### config.mk
export PLATFORM = sky130hd
export DESIGN_NAME = ofdm_pilot_insert_subcarrier_map_core_flat
export DESIGN_NICKNAME = d
export VERILOG_FILES = /design/src/design/ofdmpi_pkg.sv /design/src/design/ofdmpi_if.sv /design/src/design/ofdmpi_tone_gen.sv /design/src/design/ofdm_pilot_insert_subcarrier_map_core.sv /design/src/flat_wrapper.sv
export SDC_FILE = /design/constraint.sdc
export NUM_CORES = 1
export LEC_CHECK = 0
export ABC_AREA = 1
export BUFFER_PORTS_ARGS = -buffer_cell sky130_fd_sc_hd__buf_2
export CORE_MARGIN = 4
export CORE_UTILIZATION = 48
export DETAILED_ROUTE_END_ITERATION = 8
export HOLD_SLACK_MARGIN = 0.08
export PLACE_DENSITY = 0.79
export REMOVE_ABC_BUFFERS = 1
export SKIP_LAST_GASP = 1
export SLEW_MARGIN = 20
export SYNTH_ARGS = -nofsm -noshare
export SYNTH_HDL_FRONTEND = slang
export SYNTH_SLANG_ARGS = --single-unit
### constraint.sdc
create_clock -name clk -period 7.2 [get_ports clk]
set_input_delay 2.16 -clock clk [delete_from_list [all_inputs] [get_ports clk]]
set_output_delay 2.16 -clock clk [all_outputs]
set_load 0.02 [all_outputs]
### src/design/ofdmpi_pkg.sv
// shared constants, payload types and tone classification for the pilot insertion block
package ofdmpi_pkg;

  localparam int STREAMS     = 4;
  localparam int SUBCARRIERS = 256;
  localparam int PILOTS      = 8;
  localparam int MAX_RESULTS = 7;

  localparam int SAMPLE_W = 16;
  localparam int AMP_W    = 15;
  localparam int POS_W    = $clog2(SUBCARRIERS);
  localparam int ROT_W    = $clog2(PILOTS);
  localparam int CNT_W    = $clog2(MAX_RESULTS);

  localparam logic [AMP_W-1:0] AMP_RESET      = AMP_W'(8192);
  // highest position that still carries data; past it only trailing guard nulls remain
  localparam logic [POS_W-1:0] LAST_DATA_POS  = POS_W'(250);
  localparam logic [POS_W-1:0] LAST_POS       = POS_W'(SUBCARRIERS - 1);
  // sign pattern of the pilots, bit set means negative
  localparam logic [PILOTS-1:0] PILOT_NEG     = 8'b0001_1000;

  typedef enum logic [1:0] {
    KIND_DATA  = 2'd0,
    KIND_PILOT = 2'd1,
    KIND_NULL  = 2'd2
  } kind_t;

  typedef struct packed {
    logic signed [SAMPLE_W-1:0] data_i_lane0;
    logic signed [SAMPLE_W-1:0] data_q_lane0;
    logic signed [SAMPLE_W-1:0] data_i_lane1;
    logic signed [SAMPLE_W-1:0] data_q_lane1;
    logic signed [SAMPLE_W-1:0] data_i_lane2;
    logic signed [SAMPLE_W-1:0] data_q_lane2;
    logic signed [SAMPLE_W-1:0] data_i_lane3;
    logic signed [SAMPLE_W-1:0] data_q_lane3;
    logic                       frame_start;
  } in_item_t;

  typedef struct packed {
    logic signed [SAMPLE_W-1:0] out_i_lane0;
    logic signed [SAMPLE_W-1:0] out_q_lane0;
    logic signed [SAMPLE_W-1:0] out_i_lane1;
    logic signed [SAMPLE_W-1:0] out_q_lane1;
    logic signed [SAMPLE_W-1:0] out_i_lane2;
    logic signed [SAMPLE_W-1:0] out_q_lane2;
    logic signed [SAMPLE_W-1:0] out_i_lane3;
    logic signed [SAMPLE_W-1:0] out_q_lane3;
    logic [POS_W-1:0]           subcarrier_index;
    logic [1:0]                 tone_kind;
    logic                       last_of_run;
    logic                       symbol_end;
  } out_item_t;

  // per-tone control info from the tone generator to the sequencer
  typedef struct packed {
    kind_t            kind;
    logic [POS_W-1:0] next_pos;
    logic             wrap;
    logic             tail;
  } tone_class_t;

  // zero-based positions: guard and dc nulls, then pilots
  function automatic kind_t classify(input logic [POS_W-1:0] pos);
    kind_t k;
    case (pos) inside
      [8'd0:8'd5], [8'd127:8'd129], [8'd251:8'd255]: k = KIND_NULL;
      8'd25, 8'd53, 8'd89, 8'd117, 8'd139, 8'd167, 8'd203, 8'd231: k = KIND_PILOT;
      default: k = KIND_DATA;
    endcase
    return k;
  endfunction

  function automatic logic [ROT_W-1:0] pilot_index(input logic [POS_W-1:0] pos);
    logic [ROT_W-1:0] p;
    case (pos)
      8'd25:   p = 3'd0;
      8'd53:   p = 3'd1;
      8'd89:   p = 3'd2;
      8'd117:  p = 3'd3;
      8'd139:  p = 3'd4;
      8'd167:  p = 3'd5;
      8'd203:  p = 3'd6;
      8'd231:  p = 3'd7;
      default: p = 3'd0;
    endcase
    return p;
  endfunction

endpackage

### src/design/ofdmpi_if.sv
// valid/ready channel interfaces for input data tones and mapped output tones
interface ofdmpi_in_if;
  logic                 valid;
  logic                 ready;
  ofdmpi_pkg::in_item_t item;

  modport source (output valid, output item, input ready);
  modport sink   (input valid, input item, output ready);
endinterface

interface ofdmpi_out_if;
  logic                  valid;
  logic                  ready;
  ofdmpi_pkg::out_item_t item;

  modport source (output valid, output item, input ready);
  modport sink   (input valid, input item, output ready);
endinterface

### src/design/ofdmpi_tone_gen.sv
// combinational tone builder: classifies the current position and forms its values
module ofdmpi_tone_gen (
  input  logic [ofdmpi_pkg::POS_W-1:0] pos,
  input  logic [ofdmpi_pkg::ROT_W-1:0] rot,
  input  logic [ofdmpi_pkg::AMP_W-1:0] amp,
  input  ofdmpi_pkg::in_item_t         item,
  output ofdmpi_pkg::tone_class_t      cls,
  output ofdmpi_pkg::out_item_t        tone
);
  import ofdmpi_pkg::*;

  kind_t                kind;
  logic [ROT_W-1:0]     sel;
  logic [SAMPLE_W-1:0]  mag;
  logic [SAMPLE_W-1:0]  pilot_i;

  always_comb begin
    kind    = classify(pos);
    sel     = pilot_index(pos) + rot;
    mag     = {1'b0, amp};
    pilot_i = PILOT_NEG[sel] ? (SAMPLE_W'(0) - mag) : mag;

    tone = '0;
    case (kind)
      KIND_DATA: begin
        if (STREAMS > 0) begin
          tone.out_i_lane0 = item.data_i_lane0;
          tone.out_q_lane0 = item.data_q_lane0;
        end
        if (STREAMS > 1) begin
          tone.out_i_lane1 = item.data_i_lane1;
          tone.out_q_lane1 = item.data_q_lane1;
        end
        if (STREAMS > 2) begin
          tone.out_i_lane2 = item.data_i_lane2;
          tone.out_q_lane2 = item.data_q_lane2;
        end
        if (STREAMS > 3) begin
          tone.out_i_lane3 = item.data_i_lane3;
          tone.out_q_lane3 = item.data_q_lane3;
        end
      end
      KIND_PILOT: begin
        if (STREAMS > 0) tone.out_i_lane0 = pilot_i;
        if (STREAMS > 1) tone.out_i_lane1 = pilot_i;
        if (STREAMS > 2) tone.out_i_lane2 = pilot_i;
        if (STREAMS > 3) tone.out_i_lane3 = pilot_i;
      end
      default: begin
      end
    endcase
    tone.subcarrier_index = pos;
    tone.tone_kind        = kind;
    tone.last_of_run      = 1'b0;
    tone.symbol_end       = (pos == LAST_POS);

    cls.kind     = kind;
    cls.next_pos = pos + POS_W'(1);
    cls.wrap     = (cls.next_pos == '0);
    cls.tail     = (cls.next_pos > LAST_DATA_POS);
  end

endmodule

### src/design/ofdm_pilot_insert_subcarrier_map_core.sv
// top level: pilot insertion and 80 mhz subcarrier mapping, one tone per cycle while dout is ready
// a request is held in the request register, and each of its tones is registered in the output slot
// throughput: one output tone per cycle while dout is ready; a request causes 1 to 7 tones
//   (256 tones per 234 data requests in steady state), set by the single tone slot
// reset (rst, synchronous, active high): position 0, rotation 0, amplitude 8192,
//   both channels empty; payload registers are not reset
module ofdm_pilot_insert_subcarrier_map_core (
  input  logic                         clk,
  input  logic                         rst,
  input  logic                         cfg_wr_en,
  input  logic [ofdmpi_pkg::AMP_W-1:0] cfg_wr_data,
  ofdmpi_in_if.sink                    din,
  ofdmpi_out_if.source                 dout
);
  import ofdmpi_pkg::*;

  // configuration
  logic [AMP_W-1:0] amp;

  // held request and its walk state
  in_item_t         item;
  logic             item_valid;
  logic [POS_W-1:0] pos;
  logic [ROT_W-1:0] rot;
  logic [CNT_W-1:0] cnt;
  logic             trailing;

  // output slot
  out_item_t        out_item;
  logic             out_valid;

  tone_class_t      cls;
  out_item_t        tone;
  out_item_t        tone_final;
  logic             emit;
  logic             last;
  logic             accept;

  ofdmpi_tone_gen u_tone_gen (
    .pos  (pos),
    .rot  (rot),
    .amp  (amp),
    .item (item),
    .cls  (cls),
    .tone (tone)
  );

  // a tone leaves the held request whenever the output slot is free or draining
  assign emit = item_valid && (!out_valid || dout.ready);

  // run ends at the data tone, unless only guard nulls are left in the symbol,
  // in which case it ends at the symbol wrap; never more than seven tones
  always_comb begin
    if (cnt == CNT_W'(MAX_RESULTS - 1)) begin
      last = 1'b1;
    end else if (trailing) begin
      last = cls.wrap;
    end else begin
      last = (cls.kind == KIND_DATA) && !cls.tail;
    end
  end

  // tone as it goes out, marked when it closes the run
  always_comb begin
    tone_final             = tone;
    tone_final.last_of_run = last;
  end

  // next request is taken when none is held, or in the cycle the current one emits its final tone
  assign din.ready  = !item_valid || (emit && last);
  assign accept     = din.valid && din.ready;

  assign dout.valid = out_valid;
  assign dout.item  = out_item;

  always_ff @(posedge clk) begin
    if (rst) begin
      amp        <= AMP_RESET;
      item_valid <= 1'b0;
      pos        <= '0;
      rot        <= '0;
      cnt        <= '0;
      trailing   <= 1'b0;
      out_valid  <= 1'b0;
    end else begin
      if (cfg_wr_en) begin
        amp <= cfg_wr_data;
      end

      // position walk; rotation steps at each new symbol
      if (emit) begin
        pos <= cls.next_pos;
        if (cls.wrap) begin
          rot <= rot + ROT_W'(1);
        end
      end
      // frame start abandons any partial symbol
      if (accept && din.item.frame_start) begin
        pos <= '0;
        rot <= '0;
      end

      if (accept) begin
        cnt <= '0;
      end else if (emit) begin
        cnt <= cnt + CNT_W'(1);
      end

      // trailing guard phase follows the last data tone of a symbol
      if (accept || (emit && last)) begin
        trailing <= 1'b0;
      end else if (emit && cls.kind == KIND_DATA && cls.tail) begin
        trailing <= 1'b1;
      end

      if (accept) begin
        item_valid <= 1'b1;
      end else if (emit && last) begin
        item_valid <= 1'b0;
      end

      if (emit) begin
        out_valid <= 1'b1;
      end else if (dout.ready) begin
        out_valid <= 1'b0;
      end
    end
  end

  // payload registers
  always_ff @(posedge clk) begin
    if (accept) begin
      item <= din.item;
    end
    if (emit) begin
      out_item <= tone_final;
    end
  end

`ifndef SYNTH
  // trailing phase only while the walk sits in the upper guard band
  assert property (@(posedge clk) disable iff (rst)
    trailing |-> (pos > LAST_DATA_POS))
    else $error("trailing phase outside upper guard band");

  // a held request never emits more than the run limit
  assert property (@(posedge clk) disable iff (rst)
    item_valid |-> (cnt < CNT_W'(MAX_RESULTS)))
    else $error("tone count beyond run limit");

  // a new request starts a fresh run
  assert property (@(posedge clk) disable iff (rst)
    accept |=> (item_valid && cnt == '0 && !trailing))
    else $error("accepted request did not start a fresh run");

  // the final tone releases the request slot
  assert property (@(posedge clk) disable iff (rst)
    (emit && last && !accept) |=> !item_valid)
    else $error("request slot held after final tone");
`endif

endmodule
### src/flat_wrapper.sv
// flat-port wrapper written by rule: the top's interface ports become plain ports
module ofdm_pilot_insert_subcarrier_map_core_flat import ofdmpi_pkg::*;
  (clk, rst, cfg_wr_en, cfg_wr_data, din_valid, din_item, din_ready, dout_valid, dout_item, dout_ready);
  ofdmpi_in_if din_i ();
  ofdmpi_out_if dout_i ();
  input  logic clk;
  input  logic rst;
  input  logic cfg_wr_en;
  input  logic [ofdmpi_pkg::AMP_W-1:0] cfg_wr_data;
  input wire logic [$bits(din_i.valid)-1:0] din_valid;
  input wire logic [$bits(din_i.item)-1:0] din_item;
  output wire logic [$bits(din_i.ready)-1:0] din_ready;
  output wire logic [$bits(dout_i.valid)-1:0] dout_valid;
  output wire logic [$bits(dout_i.item)-1:0] dout_item;
  input wire logic [$bits(dout_i.ready)-1:0] dout_ready;
  assign din_i.valid = din_valid;
  assign din_i.item = din_item;
  assign din_ready = din_i.ready;
  assign dout_valid = dout_i.valid;
  assign dout_item = dout_i.item;
  assign dout_i.ready = dout_ready;
  ofdm_pilot_insert_subcarrier_map_core u_core (.clk(clk), .rst(rst), .cfg_wr_en(cfg_wr_en), .cfg_wr_data(cfg_wr_data), .din(din_i), .dout(dout_i));
endmodule
==> metrics.txt <==
status=complete, no violations; count of final hold-check violations=0; CTS max path bufs=3; Critical Path Source Type=input pin; synthesized flop and latch total=300; num ports=291; Die Ht=approximately 160 um; Layout area overhead=23.61%; Avg Inst Size Synth=approximately 13 sq um; Max-cap violations=0; CP required=5.04 ns; Worst EP arrival=approximately 3.4 ns; sequential area share after synthesis=0.7618; WL final=23590 um; worst min-delay path class=flip-flop to flip-flop; Mapped Cells=895; unrepaired setup endpoints after global routing=no; first-pass GRT wire length=36260 um; # setup viols final=0; worst-path fanout max=between 40 and 50; fin. max-slew vios=0; Tcrit/Tclk final=0.7674; slew margin rel.=0.4885; Iter 0 DRT Violations=between 400 and 500; total track usage=0.1735; antenna violations before repair=1; final-layout fill cell count=roughly 1900; clock sink total=300; nets@finish=roughly 1400; Power Dens Cells=290.1 nW/um^2; CP endpoint kind=output port; DRC errors left=0; Post-CTS Setup Bufs=0; Clock Skew=0.01135 ns; Root Driver=clkbuf_16; Netlist cell types=32; Slew @ Worst Pin=0.7672 ns; layout cells sized above 1=0.3013; Clk Latency, worst-skew pair=approximately 0.55 ns; VDD IR max=218.7 uV; Util after Layout=0.6024; via count of the first global-routing pass=7055; largest net degree at the start of global routing=74; TritonCTS clock tree=done; crit path kind=input pin to output port; FP Rows=56; Yosys warning total=0; setup_tns=0 ns; total global routing overflow=0; Starting Density=0.4873; Antenna Violating Nets Remaining=0; cts bufs inserted=29; GP Congestion=0.8757; die area=between 20000 and 30000 sq um; first-pass iteration count of the detailed router=5; CTS HTree Levels=1; vias per cell=4.685; DP HPWL=16840 um; hold buffers post-CTS=0; leakage=6.235 nW; cts repair resizes=0; minimum clock period=5.525 ns; Clock Pin Slew Worst Setup and Hold Paths=roughly 0.070 ns; Mapped Area=11400 sq um; wire length per cell=15.34 um; core outline area=23400 sq um; port bufs=290; Die Wd=around 160 um; via count=a little over 7000; max frequency=approximately 0.18 GHz
-- cells in the mapped netlist, drive strengths merged --
cell    instances  area [sq um]
edfxtp        268          8048
nand2         220         858.3
nor2          114         427.9
inv           108         405.4
nand3          37         240.2
dfxtp          32         640.6
o21ai          28         143.9
xor2           19         181.4
a21oi          18         90.09
buf            17         92.58
ha              9         112.6
clkbuf          8         30.03
nor3            3         15.01
clkinv          2         7.510
nor4            2         12.51
xnor2           2         17.52
a21boi          1         7.510
a31oi           1         6.260
fa              1         20.02
nand3b          1         20.02
nand4           1         6.260
o211ai          1         7.510
o21bai          1         7.510
or2             1         6.260
-- final timing paths --
check                                startpoint              endpoint  slack [ns]  cells after the start
worst max-delay path                 dout_ready             din_ready        1.67                      8
worst min-delay path            u_core.item[28]  u_core.dout.item[39]        0.51                      2
worst max register to register    u_core.pos[0]       u_core.item[52]        3.75                     14
worst min register to register  u_core.item[28]  u_core.dout.item[39]        0.51                      2
-- critical path, stage by stage --
cell,delay (ns)
buf_2,0.07
inv_1,0.03
nand2_1,0.06
nand2_1,0.23
inv_6,0.38
nand2_1,0.14
nand2_2,0.11
buf_2,0.17
-- power breakdown --
group	leakage (nW)	switching, W	internal (W)
sequential	2.84	0.0000470	0.00210
clock	0.442	0.000608	0.000815
combinational	2.95	0.000369	0.000152
-- sequential cells by signal (all words and copies together), names as in the netlist --
register	cells
u_core.dout.item	140
u_core.item	128
u_core.amp	15
u_core.pos	8
u_core.cnt	3
u_core.rot	3
u_core.dout.valid	1
u_core.item_valid	1
u_core.trailing	1
-- logic make-up (layout without fill, tap and decap cells) --
kind of cell | count (synthesis) | count (layout) | share of synthesized area
AND/OR/NAND/NOR | 379 | 379 | 0.1391
flip-flops | 300 | 300 | 0.7618
buffers and inverters | 135 | 458 | 0.04696
AO/OA/AOI/OAI | 50 | 50 | 0.02304
XOR/XNOR | 21 | 21 | 0.01744
adder cells (fa/ha/maj) | 10 | 10 | 0.01163
other | 0 | 1 | 0
-- per-layer routing --
metal / vias to the layer above / track usage / wire, um
met2: 253 / 0.2985 / 11770
met1: 3346 / 0.2230 / 9624
met3: 40 / 0.03451 / 1576
met5: - / 0 / 0
li1: 3567 / - / -
met4: 0 / 0.05652 / 619
-- layout by cell type, fill, tap and decap left out, drive strengths merged --
master / netlist / layout
a21oi: 18 / 18
ha: 9 / 9
o21bai: 1 / 1
xnor2: 2 / 2
nand3: 37 / 37
inv: 108 / 111
nand3b: 1 / 1
a31oi: 1 / 1
o211ai: 1 / 1
a21boi: 1 / 1
nand4: 1 / 1
diode: 0 / 1
clkinv: 2 / 13
nor3: 3 / 3
nand2: 220 / 220
fa: 1 / 1
buf: 17 / 295
o21ai: 28 / 28
or2: 1 / 1
nor4: 2 / 2
clkbuf: 8 / 37
edfxtp: 268 / 268
bufinv: 0 / 2
nor2: 114 / 114
xor2: 19 / 19
dfxtp: 32 / 32
-- stage by stage --
step / power (W) / hold WS (ns) / worst slack, ns / area (sq um) / std cells
after floorplan: 0.002519 / 0.4730 / -1.454 / 11280 / 870
after global placement: 0.002688 / 0.4784 / 1.694 / 13200 / 1484
after detailed placement: 0.002707 / 0.5034 / 1.664 / 13200 / 1484
after CTS: 0.004136 / 0.5039 / 1.662 / 14090 / 1537
after global routing: 0.004283 / 0.5354 / 1.523 / 14100 / 1538
final: 0.004090 / 0.5063 / 1.675 / 14100 / 1538
-- final cells by class --
cell class	instances	area, sq um	share of cell area
diodes	1	2.502	0.0001775
clock buffers	37	755.7	0.05361
clock inverters	16	141.4	0.01003
inverters	110	420.4	0.02982
multi-input cells	460	2188	0.1552
flip-flops and latches	300	8688	0.6163
well taps	319	399.1	0.02831
repair buffers	295	1501	0.1065
(Power assumes the default switching activity.)
